==> src/design/srlp_pkg.sv <==
`timescale 1ns / 1ps
`default_nettype none

package srlp_pkg;

  // Parser phases (plain state codes).
  localparam logic [2:0] PH_IDLE     = 3'd0;
  localparam logic [2:0] PH_TYPE     = 3'd1;
  localparam logic [2:0] PH_LENGTH   = 3'd2;
  localparam logic [2:0] PH_ADDRESS  = 3'd3;
  localparam logic [2:0] PH_DATA     = 3'd4;
  localparam logic [2:0] PH_CHECKSUM = 3'd5;

  // Result kinds.
  localparam logic [2:0] KIND_TYPE    = 3'd0;
  localparam logic [2:0] KIND_LENGTH  = 3'd1;
  localparam logic [2:0] KIND_ADDRESS = 3'd2;
  localparam logic [2:0] KIND_DATA    = 3'd3;
  localparam logic [2:0] KIND_STATUS  = 3'd4;

  // Record status codes.
  localparam logic [2:0] ST_OK       = 3'd0;
  localparam logic [2:0] ST_NOT_S    = 3'd1;
  localparam logic [2:0] ST_BAD_TYPE = 3'd2;
  localparam logic [2:0] ST_TOO_LONG = 3'd3;
  localparam logic [2:0] ST_BAD_SUM  = 3'd4;

  // Configuration register indexes.
  localparam logic [1:0] CFG_TYPE_MASK  = 2'd0;
  localparam logic [1:0] CFG_MAX_LENGTH = 2'd1;
  localparam logic [1:0] CFG_SUM_TARGET = 2'd2;

  localparam logic [7:0] CHAR_S = 8'h53;
  localparam logic [7:0] CHAR_0 = 8'h30;
  localparam logic [7:0] CHAR_9 = 8'h39;

  localparam int unsigned DefAddressBytes = 2;

  typedef struct packed {
    logic [2:0] phase;
    logic [3:0] high_nibble;
    logic       nibble_pending;
    logic [7:0] running_sum;
    logic [7:0] record_length;
    logic [7:0] byte_counter;
  } parse_state_t;

  typedef struct packed {
    logic [9:0] type_enable_mask;
    logic [7:0] max_length;
    logic [7:0] checksum_target;
  } parse_cfg_t;

  typedef struct packed {
    logic       valid;
    logic [2:0] field_kind;
    logic [7:0] field_value;
    logic [7:0] byte_index;
    logic [2:0] status;
    logic       last;
  } parse_result_t;

  // Characters outside 0-9, A-F and a-f decode as zero.
  function automatic logic [3:0] hex_value(input logic [7:0] c);
    logic [3:0] v;
    v = 4'd0;
    if (c >= 8'h30 && c <= 8'h39) begin
      v = c[3:0];
    end else if ((c >= 8'h41 && c <= 8'h46) || (c >= 8'h61 && c <= 8'h66)) begin
      v = c[3:0] + 4'd9;
    end
    return v;
  endfunction

endpackage

`default_nettype wire

==> src/design/srecord_line_parser_core.sv <==
`timescale 1ns / 1ps
`default_nettype none

// S-record line parser. Characters of record text enter on the input channel
// (in_valid_i / in_stall_o) with record_start_i marking the leading 'S'.
// Decoded items leave on the output channel (out_valid_o / out_stall_i):
// the type digit, the length byte, each address and data byte with its
// index, and one closing status request with last_o set.
// A character is captured in an input register at the edge that accepts it,
// and its result, if it has one, is written to the output register once that
// register is free or being emptied. Unless the receiver stalls, one
// character per cycle is sustained; the decode, the byte sum and the phase
// update sit in one combinational pass between those two registers.
// When the receiver stalls, the output register holds its request and the
// input register can still take one more character; only then does
// in_stall_o rise. Reset clears the phase to idle, the byte sum and the
// counters, and loads the configuration defaults: type mask 0x207,
// maximum length 255 and checksum target 255.
// Configuration writes through cfg_we_i, cfg_index_i and cfg_data_i take
// effect at the next edge and should only be issued while the parser idles.
module srecord_line_parser_core #(
  parameter int unsigned ADDRESS_BYTES = srlp_pkg::DefAddressBytes
) (
  input  logic       clk_i,
  input  logic       rst_ni,
  input  logic       in_valid_i,
  output logic       in_stall_o,
  input  logic [7:0] char_code_i,
  input  logic       record_start_i,
  output logic       out_valid_o,
  input  logic       out_stall_i,
  output logic [2:0] field_kind_o,
  output logic [7:0] field_value_o,
  output logic [7:0] byte_index_o,
  output logic [2:0] status_o,
  output logic       last_o,
  input  logic       cfg_we_i,
  input  logic [1:0] cfg_index_i,
  input  logic [9:0] cfg_data_i
);
  import srlp_pkg::*;

  parse_cfg_t    cfg_q;
  parse_state_t  state_q, state_d;
  parse_result_t result_d;
  parse_result_t out_q;

  logic       in_vld_q;
  logic [7:0] char_q;
  logic       start_q;
  logic       in_accept;
  logic       proceed;

  // The held character moves on whenever the output register is free or
  // is being emptied in this cycle.
  assign proceed    = in_vld_q && (!out_q.valid || !out_stall_i);
  assign in_stall_o = in_vld_q && !proceed;
  assign in_accept  = in_valid_i && !in_stall_o;

  always_ff @(posedge clk_i or negedge rst_ni) begin
    if (!rst_ni) begin
      cfg_q.type_enable_mask <= 10'd519;
      cfg_q.max_length       <= 8'd255;
      cfg_q.checksum_target  <= 8'd255;
    end else if (cfg_we_i) begin
      unique case (cfg_index_i)
        CFG_TYPE_MASK:  cfg_q.type_enable_mask <= cfg_data_i;
        CFG_MAX_LENGTH: cfg_q.max_length       <= cfg_data_i[7:0];
        CFG_SUM_TARGET: cfg_q.checksum_target  <= cfg_data_i[7:0];
        default: ;
      endcase
    end
  end

  // Input register.
  always_ff @(posedge clk_i or negedge rst_ni) begin
    if (!rst_ni) begin
      in_vld_q <= 1'b0;
    end else if (in_accept) begin
      in_vld_q <= 1'b1;
    end else if (proceed) begin
      in_vld_q <= 1'b0;
    end
  end

  always_ff @(posedge clk_i) begin
    if (in_accept) begin
      char_q  <= char_code_i;
      start_q <= record_start_i;
    end
  end

  srlp_step #(
    .ADDRESS_BYTES(ADDRESS_BYTES)
  ) u_step (
    .state_i        (state_q),
    .cfg_i          (cfg_q),
    .char_code_i    (char_q),
    .record_start_i (start_q),
    .state_o        (state_d),
    .result_o       (result_d)
  );

  always_ff @(posedge clk_i or negedge rst_ni) begin
    if (!rst_ni) begin
      state_q <= '{phase: PH_IDLE, default: '0};
    end else if (proceed) begin
      state_q <= state_d;
    end
  end

  // Output register. The valid bit is the only control bit; payload simply
  // follows whenever a new result is loaded.
  always_ff @(posedge clk_i or negedge rst_ni) begin
    if (!rst_ni) begin
      out_q <= '0;
    end else begin
      if (proceed) begin
        out_q.valid <= result_d.valid;
      end else if (!out_stall_i) begin
        out_q.valid <= 1'b0;
      end
      if (proceed && result_d.valid) begin
        out_q.field_kind  <= result_d.field_kind;
        out_q.field_value <= result_d.field_value;
        out_q.byte_index  <= result_d.byte_index;
        out_q.status      <= result_d.status;
        out_q.last        <= result_d.last;
      end
    end
  end

  assign out_valid_o   = out_q.valid;
  assign field_kind_o  = out_q.field_kind;
  assign field_value_o = out_q.field_value;
  assign byte_index_o  = out_q.byte_index;
  assign status_o      = out_q.status;
  assign last_o        = out_q.last;

`ifndef SYNTH
  // A finished record or the idle parser never holds half a byte.
  a_idle_no_nibble : assert property (@(posedge clk_i) disable iff (!rst_ni)
    (state_q.phase == PH_IDLE) |-> !state_q.nibble_pending)
    else $error("idle parser holds a pending nibble");

  // The address index always stays inside the address field.
  a_addr_index : assert property (@(posedge clk_i) disable iff (!rst_ni)
    (state_q.phase == PH_ADDRESS) |-> ({1'b0, state_q.byte_counter} < 9'(ADDRESS_BYTES)))
    else $error("address byte counter out of range");

  // Only the status request closes a record, and only it carries a status.
  a_last_is_status : assert property (@(posedge clk_i) disable iff (!rst_ni)
    out_valid_o |-> ((last_o == (field_kind_o == KIND_STATUS)) &&
                     (last_o || (status_o == ST_OK))))
    else $error("last flag or status does not match the result kind");

  // A character waiting for a full output register must not leave the input stage.
  a_hold_when_blocked : assert property (@(posedge clk_i) disable iff (!rst_ni)
    (in_vld_q && out_q.valid && out_stall_i) |=> (in_vld_q && $stable(state_q)))
    else $error("parser advanced while the output was blocked");
`endif

endmodule

`default_nettype wire

==> src/design/srlp_step.sv <==
`timescale 1ns / 1ps
`default_nettype none

module srlp_step #(
  parameter int unsigned ADDRESS_BYTES = srlp_pkg::DefAddressBytes
) (
  input  srlp_pkg::parse_state_t  state_i,
  input  srlp_pkg::parse_cfg_t    cfg_i,
  input  logic [7:0]              char_code_i,
  input  logic                    record_start_i,
  output srlp_pkg::parse_state_t  state_o,
  output srlp_pkg::parse_result_t result_o
);
  import srlp_pkg::*;

  localparam logic [8:0] AddrBytes9  = 9'(ADDRESS_BYTES);
  localparam logic [9:0] AddrBytes10 = 10'(ADDRESS_BYTES);

  logic       is_digit;
  logic       type_ok;
  logic [7:0] byte_val;
  logic [7:0] sum_next;
  logic [7:0] cnt_next;
  logic       has_data;
  logic       addr_done;
  logic       data_done;

  always_comb begin
    is_digit  = (char_code_i >= CHAR_0) && (char_code_i <= CHAR_9);
    type_ok   = is_digit ? cfg_i.type_enable_mask[char_code_i[3:0]] : 1'b0;
    byte_val  = {state_i.high_nibble, hex_value(char_code_i)};
    sum_next  = state_i.running_sum + byte_val;
    cnt_next  = state_i.byte_counter + 8'd1;
    // Data bytes exist when the length exceeds address plus checksum bytes.
    has_data  = {1'b0, state_i.record_length} > (AddrBytes9 + 9'd1);
    addr_done = {1'b0, cnt_next} >= AddrBytes9;
    data_done = ({2'b00, cnt_next} + AddrBytes10 + 10'd1) >= {2'b00, state_i.record_length};
  end

  always_comb begin
    state_o  = state_i;
    result_o = '0;

    if (record_start_i) begin
      state_o.high_nibble    = 4'd0;
      state_o.nibble_pending = 1'b0;
      state_o.running_sum    = 8'd0;
      state_o.record_length  = 8'd0;
      state_o.byte_counter   = 8'd0;
      if (char_code_i != CHAR_S) begin
        state_o.phase        = PH_IDLE;
        result_o.valid       = 1'b1;
        result_o.field_kind  = KIND_STATUS;
        result_o.field_value = char_code_i;
        result_o.status      = ST_NOT_S;
        result_o.last        = 1'b1;
      end else begin
        state_o.phase = PH_TYPE;
      end
    end else if (state_i.phase == PH_IDLE) begin
      state_o = state_i;
    end else if (state_i.phase == PH_TYPE) begin
      result_o.valid = 1'b1;
      if (!type_ok) begin
        state_o.phase          = PH_IDLE;
        state_o.nibble_pending = 1'b0;
        result_o.field_kind    = KIND_STATUS;
        result_o.field_value   = char_code_i;
        result_o.status        = ST_BAD_TYPE;
        result_o.last          = 1'b1;
      end else begin
        state_o.phase        = PH_LENGTH;
        result_o.field_kind  = KIND_TYPE;
        result_o.field_value = {4'd0, char_code_i[3:0]};
      end
    end else if (!state_i.nibble_pending) begin
      state_o.high_nibble    = hex_value(char_code_i);
      state_o.nibble_pending = 1'b1;
    end else begin
      state_o.nibble_pending = 1'b0;
      state_o.running_sum    = sum_next;
      result_o.valid         = 1'b1;
      result_o.field_value   = byte_val;
      unique case (state_i.phase)
        PH_LENGTH: begin
          if (byte_val > cfg_i.max_length) begin
            state_o.phase       = PH_IDLE;
            result_o.field_kind = KIND_STATUS;
            result_o.status     = ST_TOO_LONG;
            result_o.last       = 1'b1;
          end else begin
            state_o.record_length = byte_val;
            state_o.byte_counter  = 8'd0;
            state_o.phase         = PH_ADDRESS;
            result_o.field_kind   = KIND_LENGTH;
          end
        end
        PH_ADDRESS: begin
          result_o.field_kind = KIND_ADDRESS;
          result_o.byte_index = state_i.byte_counter;
          state_o.byte_counter = cnt_next;
          if (addr_done) begin
            state_o.byte_counter = 8'd0;
            state_o.phase        = has_data ? PH_DATA : PH_CHECKSUM;
          end
        end
        PH_DATA: begin
          result_o.field_kind = KIND_DATA;
          result_o.byte_index = state_i.byte_counter;
          state_o.byte_counter = cnt_next;
          if (data_done) begin
            state_o.byte_counter = 8'd0;
            state_o.phase        = PH_CHECKSUM;
          end
        end
        PH_CHECKSUM: begin
          state_o.phase       = PH_IDLE;
          result_o.field_kind = KIND_STATUS;
          result_o.status     = (sum_next == cfg_i.checksum_target) ? ST_OK : ST_BAD_SUM;
          result_o.last       = 1'b1;
        end
        default: begin
          state_o.phase  = PH_IDLE;
          result_o.valid = 1'b0;
        end
      endcase
    end
  end

endmodule

`default_nettype wire

==> config.mk <==
export PLATFORM = sky130hd
export DESIGN_NAME = srecord_line_parser_core
export DESIGN_NICKNAME = d
export VERILOG_FILES = /design/src/design/srlp_pkg.sv /design/src/design/srecord_line_parser_core.sv /design/src/design/srlp_step.sv
export SDC_FILE = /design/constraint.sdc
export NUM_CORES = 1
export LEC_CHECK = 0
export BUFFER_PORTS_ARGS = -buffer_cell sky130_fd_sc_hd__buf_2
export CORE_MARGIN = 2
export CORE_UTILIZATION = 53
export CTS_CLUSTER_SIZE = 40
export DETAILED_ROUTE_END_ITERATION = 8
export GPL_TIMING_DRIVEN = 0
export HOLD_SLACK_MARGIN = 0.02
export PLACE_DENSITY = 0.71
export RECOVER_POWER = 50
export SYNTH_ARGS = -nofsm -noshare
export SYNTH_HDL_FRONTEND = slang
export SYNTH_SLANG_ARGS = --single-unit
==> constraint.sdc <==
create_clock -name clk_i -period 4.7 [get_ports clk_i]
set_input_delay 0.94 -clock clk_i [delete_from_list [all_inputs] [get_ports clk_i]]
set_output_delay 0.94 -clock clk_i [all_outputs]
set_load 0.01 [all_outputs]
==> flow_summary.json <==
{
  "worstSetupPathType": "reg -> reg",
  "synth_compound_area_share_pct": 17.49,
  "synth_edf_count": 9,
  "fmax_mhz": 226.4,
  "p_leak_nw": 2.806,
  "grt_pass1_vias": 4519,
  "drt_wl_total_mm": 13.22,
  "num_antenna_cells": 0,
  "crit_path_end_kind": "flop",
  "dieArea_um2": 11130,
  "synth_ff_type": "dfrtp_1",
  "pre_cts_slack_ns": -0.2577,
  "clk_latency_ns": 0.38,
  "outcome": "complete, but fails checks",
  "wl_per_cell_um": 17.53,
  "fill_cells": 854,
  "grt_pass1_wl_mm": 22.37,
  "crit_top_cell": "o21ai_0",
  "multiInputGateArea_um2": 2878,
  "detail_route.first_pass.iterations": 5,
  "setup_violations": 0,
  "muxShareOfSynthArea_pct": 6.372,
  "synthCells": 551,
  "vias": 4398,
  "yosysWarnings": 0,
  "final_area_um2": 6092,
  "clk_pin_slew_ns": 0.09,
  "rows": 37,
  "cts_buffer_depth": 2,
  "post_cts_buffers": 0,
  "drive_gt1_share_pct": 22.01,
  "crit_chain": "or3b_2, a211oi_1, and2_1, nor2b_1, o21ai_0, o21ai_1, ha_1, and3_1, o21ai_0, a21boi_0, o31ai_2, o21ai_0, a21oi_2, o21ai_0, a22o_1",
  "cp.arrival_ns": 4.69,
  "maxSlewHeadroom_pct": -27.03,
  "synth_seq_cells": 92,
  "clkSinkCount": 92,
  "final_max_slew_viol_count": 38,
  "violations": "capacitance limit, slew limit",
  "avgSynthCellArea_um2": 9.907,
  "place_hpwl_mm": 9.977,
  "period_minus_slack_ns": 4.418,
  "root_buffer": "clkbuf_8",
  "area_delta_synth_final_pct": 11.60,
  "ir_drop_uv": 251.7,
  "yosys.area_share.xor_xnor_pct": 4.332,
  "holdBufCountCts": 0,
  "viasPerCell": 5.833,
  "core_um2": 10140,
  "start_util_pct": 53.84,
  "yosys.area_share.simple_pct": 16.32,
  "grt_remaining_overflow": 0,
  "layout_setup_ws_ns": 0.2823,
  "max_cap_viol_count": 1,
  "die_y_um": 105.5,
  "report.final.hold_viol_count": 0,
  "synth.lib_cells_used.distinct": 70,
  "dp_cells": 738,
  "drc": 0,
  "rsz0062_at_grt": "false",
  "nets": 673,
  "tightest_slew_ns": 1.905,
  "ys_seq_area_share_pct": 43.46,
  "worstPathMaxFanout": 7,
  "die_w_um": 105.5,
  "finClkSkew_ns": 0.005578,
  "placed_area_um2": 5909,
  "drtAntennaViolNets": 0,
  "synth-adder-area-share_pct": 7.930,
  "required_ns": 4.98,
  "ios": 51,
  "power.total_mw": 2.319,
  "syn_nets": 611,
  "cts_tree": "yes",
  "grt_usage_pct": 25.50,
  "antenna_found_initial": 0,
  "io_buffers": 50,
  "fin_crit_sh_pct": 93.99,
  "drt_iter0_drc": 265,
  "grt_max_degree": 48,
  "regArea_um2": 2372,
  "hold_class": "reg -> reg",
  "synth_area_um2": 5459,
  "crit_slowest_cell": "or3b_2",
  "async_flop_share_pct": 90.22,
  "tns_ns": 0,
  "place.gp.congestion": 0.9186,
  "htree_levels": 3,
  "power.density_nw_per_um2": 380.7,
  "start_kind": "flop",
  "instances_no_fill": 754,
  "synth_top_family_by_area": "compound AO/OA/AOI/OAI gates",
  "slowest_delay_ns": 0.54,
  "cts_made_buffers": 9
}
-- per-stage QoR --
stage | hold slack, ns | utilization [%]
floorplan | 0.4498 | -
global placement | 0.4486 | 57.99
detailed placement | 0.4573 | 58.29
CTS | 0.4786 | 60.22
global route | 0.4982 | 60.09
finish | 0.4743 | 60.09
-- where the power goes --
group | internal [mW] | leakage [nW] | switching [mW] | total [mW]
registers | 0.960 | 1.13 | 0.113 | 1.07
logic | 0.269 | 1.57 | 0.426 | 0.695
clock network | 0.249 | 0.104 | 0.302 | 0.551
-- final timing paths --
check / startpoint / end / slack (ns) / depth (start not counted)
setup reg to reg: char_q[3]$_DFFE_PP_ / state_q[5]$_DFFE_PN0P_ / 0.28 / 15
max in group asynchronous: rst_ni / state_q[12]$_DFFE_PN0P_ / 1.63 / 2
setup / recovery: char_q[3]$_DFFE_PP_ / state_q[5]$_DFFE_PN0P_ / 0.28 / 15
hold / removal: byte_index_o[1]$_DFFE_PN0P_ / byte_index_o[1]$_DFFE_PN0P_ / 0.47 / 2
min in group asynchronous: rst_ni / cfg_q[23]$_DFFE_PN0P_ / 1.08 / 1
hold reg to reg: byte_index_o[1]$_DFFE_PN0P_ / byte_index_o[1]$_DFFE_PN0P_ / 0.47 / 2
-- logic make-up (layout without fill, tap and decap cells) --
| kind of cell | count (synthesis) | in the layout |
|---|---|---|
| and+or+nand+nor | 182 | 182 |
| adders and majority gates | 34 | 34 |
| DFF | 92 | 92 |
| AOI/OAI and AO/OA | 135 | 135 |
| muxes | 30 | 30 |
| xor gates and xnor gates | 27 | 27 |
| buffers and inverters | 51 | 118 |
-- cell usage after synthesis (all sizes together) (3+ instances only) --
cell,number,share of area (%)
o21ai,37,3.5
nor2b,9,1.0
a221oi,6,0.96
a21boi,4,0.62
nand3b,4,0.55
nand4,8,0.92
nand3,17,1.6
xor2,15,2.4
o21a,5,0.69
o41ai,3,0.48
dfstp,20,9.6
a21oi,16,1.5
a211oi,3,0.41
xnor2,12,1.9
buf,12,1.4
nand2b,8,0.92
a31oi,4,0.57
clkbuf,10,0.69
and3,8,0.92
a22oi,6,0.83
nor2,42,3.0
o31ai,5,0.69
ha,33,7.6
edfxtp,9,5.0
and2,8,0.96
dfrtp,63,29
a21o,9,1.2
mux2,28,5.8
nand2,61,4.2
a22o,16,2.6
inv,29,2.0
nor4,5,0.57
-- registers in the layout, indices dropped and copies added, names as in the netlist --
| name | flops |
|---|---|
| char_q | 8 |
| field_kind_o | 3 |
| byte_index_o | 8 |
| start_q | 1 |
| last_o | 1 |
| field_value_o | 8 |
| state_q | 32 |
| status_o | 3 |
| out_valid_o | 1 |
| cfg_q | 26 |
| in_vld_q | 1 |
-- placed cells by master, fill, tap and decap left out, types with 3 or more instances in the layout --
| cell | n |
|---|---|
| a211oi_1 | 3 |
| a21boi_0 | 3 |
| a21o_1 | 9 |
| a21oi_1 | 15 |
| a221oi_1 | 6 |
| a22o_1 | 16 |
| a22oi_1 | 6 |
| a31oi_1 | 3 |
| and2_1 | 6 |
| and3_1 | 8 |
| buf_2 | 52 |
| buf_4 | 3 |
| clkbuf_1 | 13 |
| clkbuf_8 | 9 |
| dfrtp_1 | 63 |
| dfstp_2 | 20 |
| edfxtp_1 | 9 |
| ha_1 | 33 |
| inv_1 | 29 |
| mux2_2 | 27 |
| nand2_1 | 61 |
| nand2b_1 | 8 |
| nand3_1 | 17 |
| nand3b_1 | 4 |
| nand4_1 | 8 |
| nor2_1 | 40 |
| nor2b_1 | 9 |
| nor4_1 | 4 |
| o21a_1 | 5 |
| o21ai_0 | 34 |
| o31ai_1 | 4 |
| o41ai_1 | 3 |
| xnor2_1 | 12 |
| xor2_1 | 15 |
-- worst max-delay path: cells and delay by family (launching register included) --
kind | cells | cell delay, ns
DFF | 1 | 0.53
AOI/OAI and AO/OA | 10 | 2.36
adders and majority gates | 1 | 0.35
and+or+nand+nor | 4 | 1.07
-- cell type report --
cell class	instances	share of cell area, %
Multi-Input combinational cell	408	47.24
Sequential cell	92	38.94
Timing Repair Buffer	51	4.128
Tap cell	136	2.793
Clock buffer	9	2.033
Buffer	22	1.889
Inverter	29	1.787
Clock inverter	7	1.191
-- layer usage --
metal / GRT usage [%] / routed length [um] / up-vias
met1: 33.49 / 5820 / 2170
met4: 10.53 / 252 / 0
met2: 42.58 / 6549 / 110
met5: 0 / 0 / -
li1: - / - / 2101
met3: 3.463 / 599 / 17
-- what timing repair did --
action / 4_1_cts / 5_1_grt
pin swaps: 0 / 0
gates resized for setup: 1 / 3
endpoints found under the setup margin: 8 / 12
(Power assumes the default switching activity.)
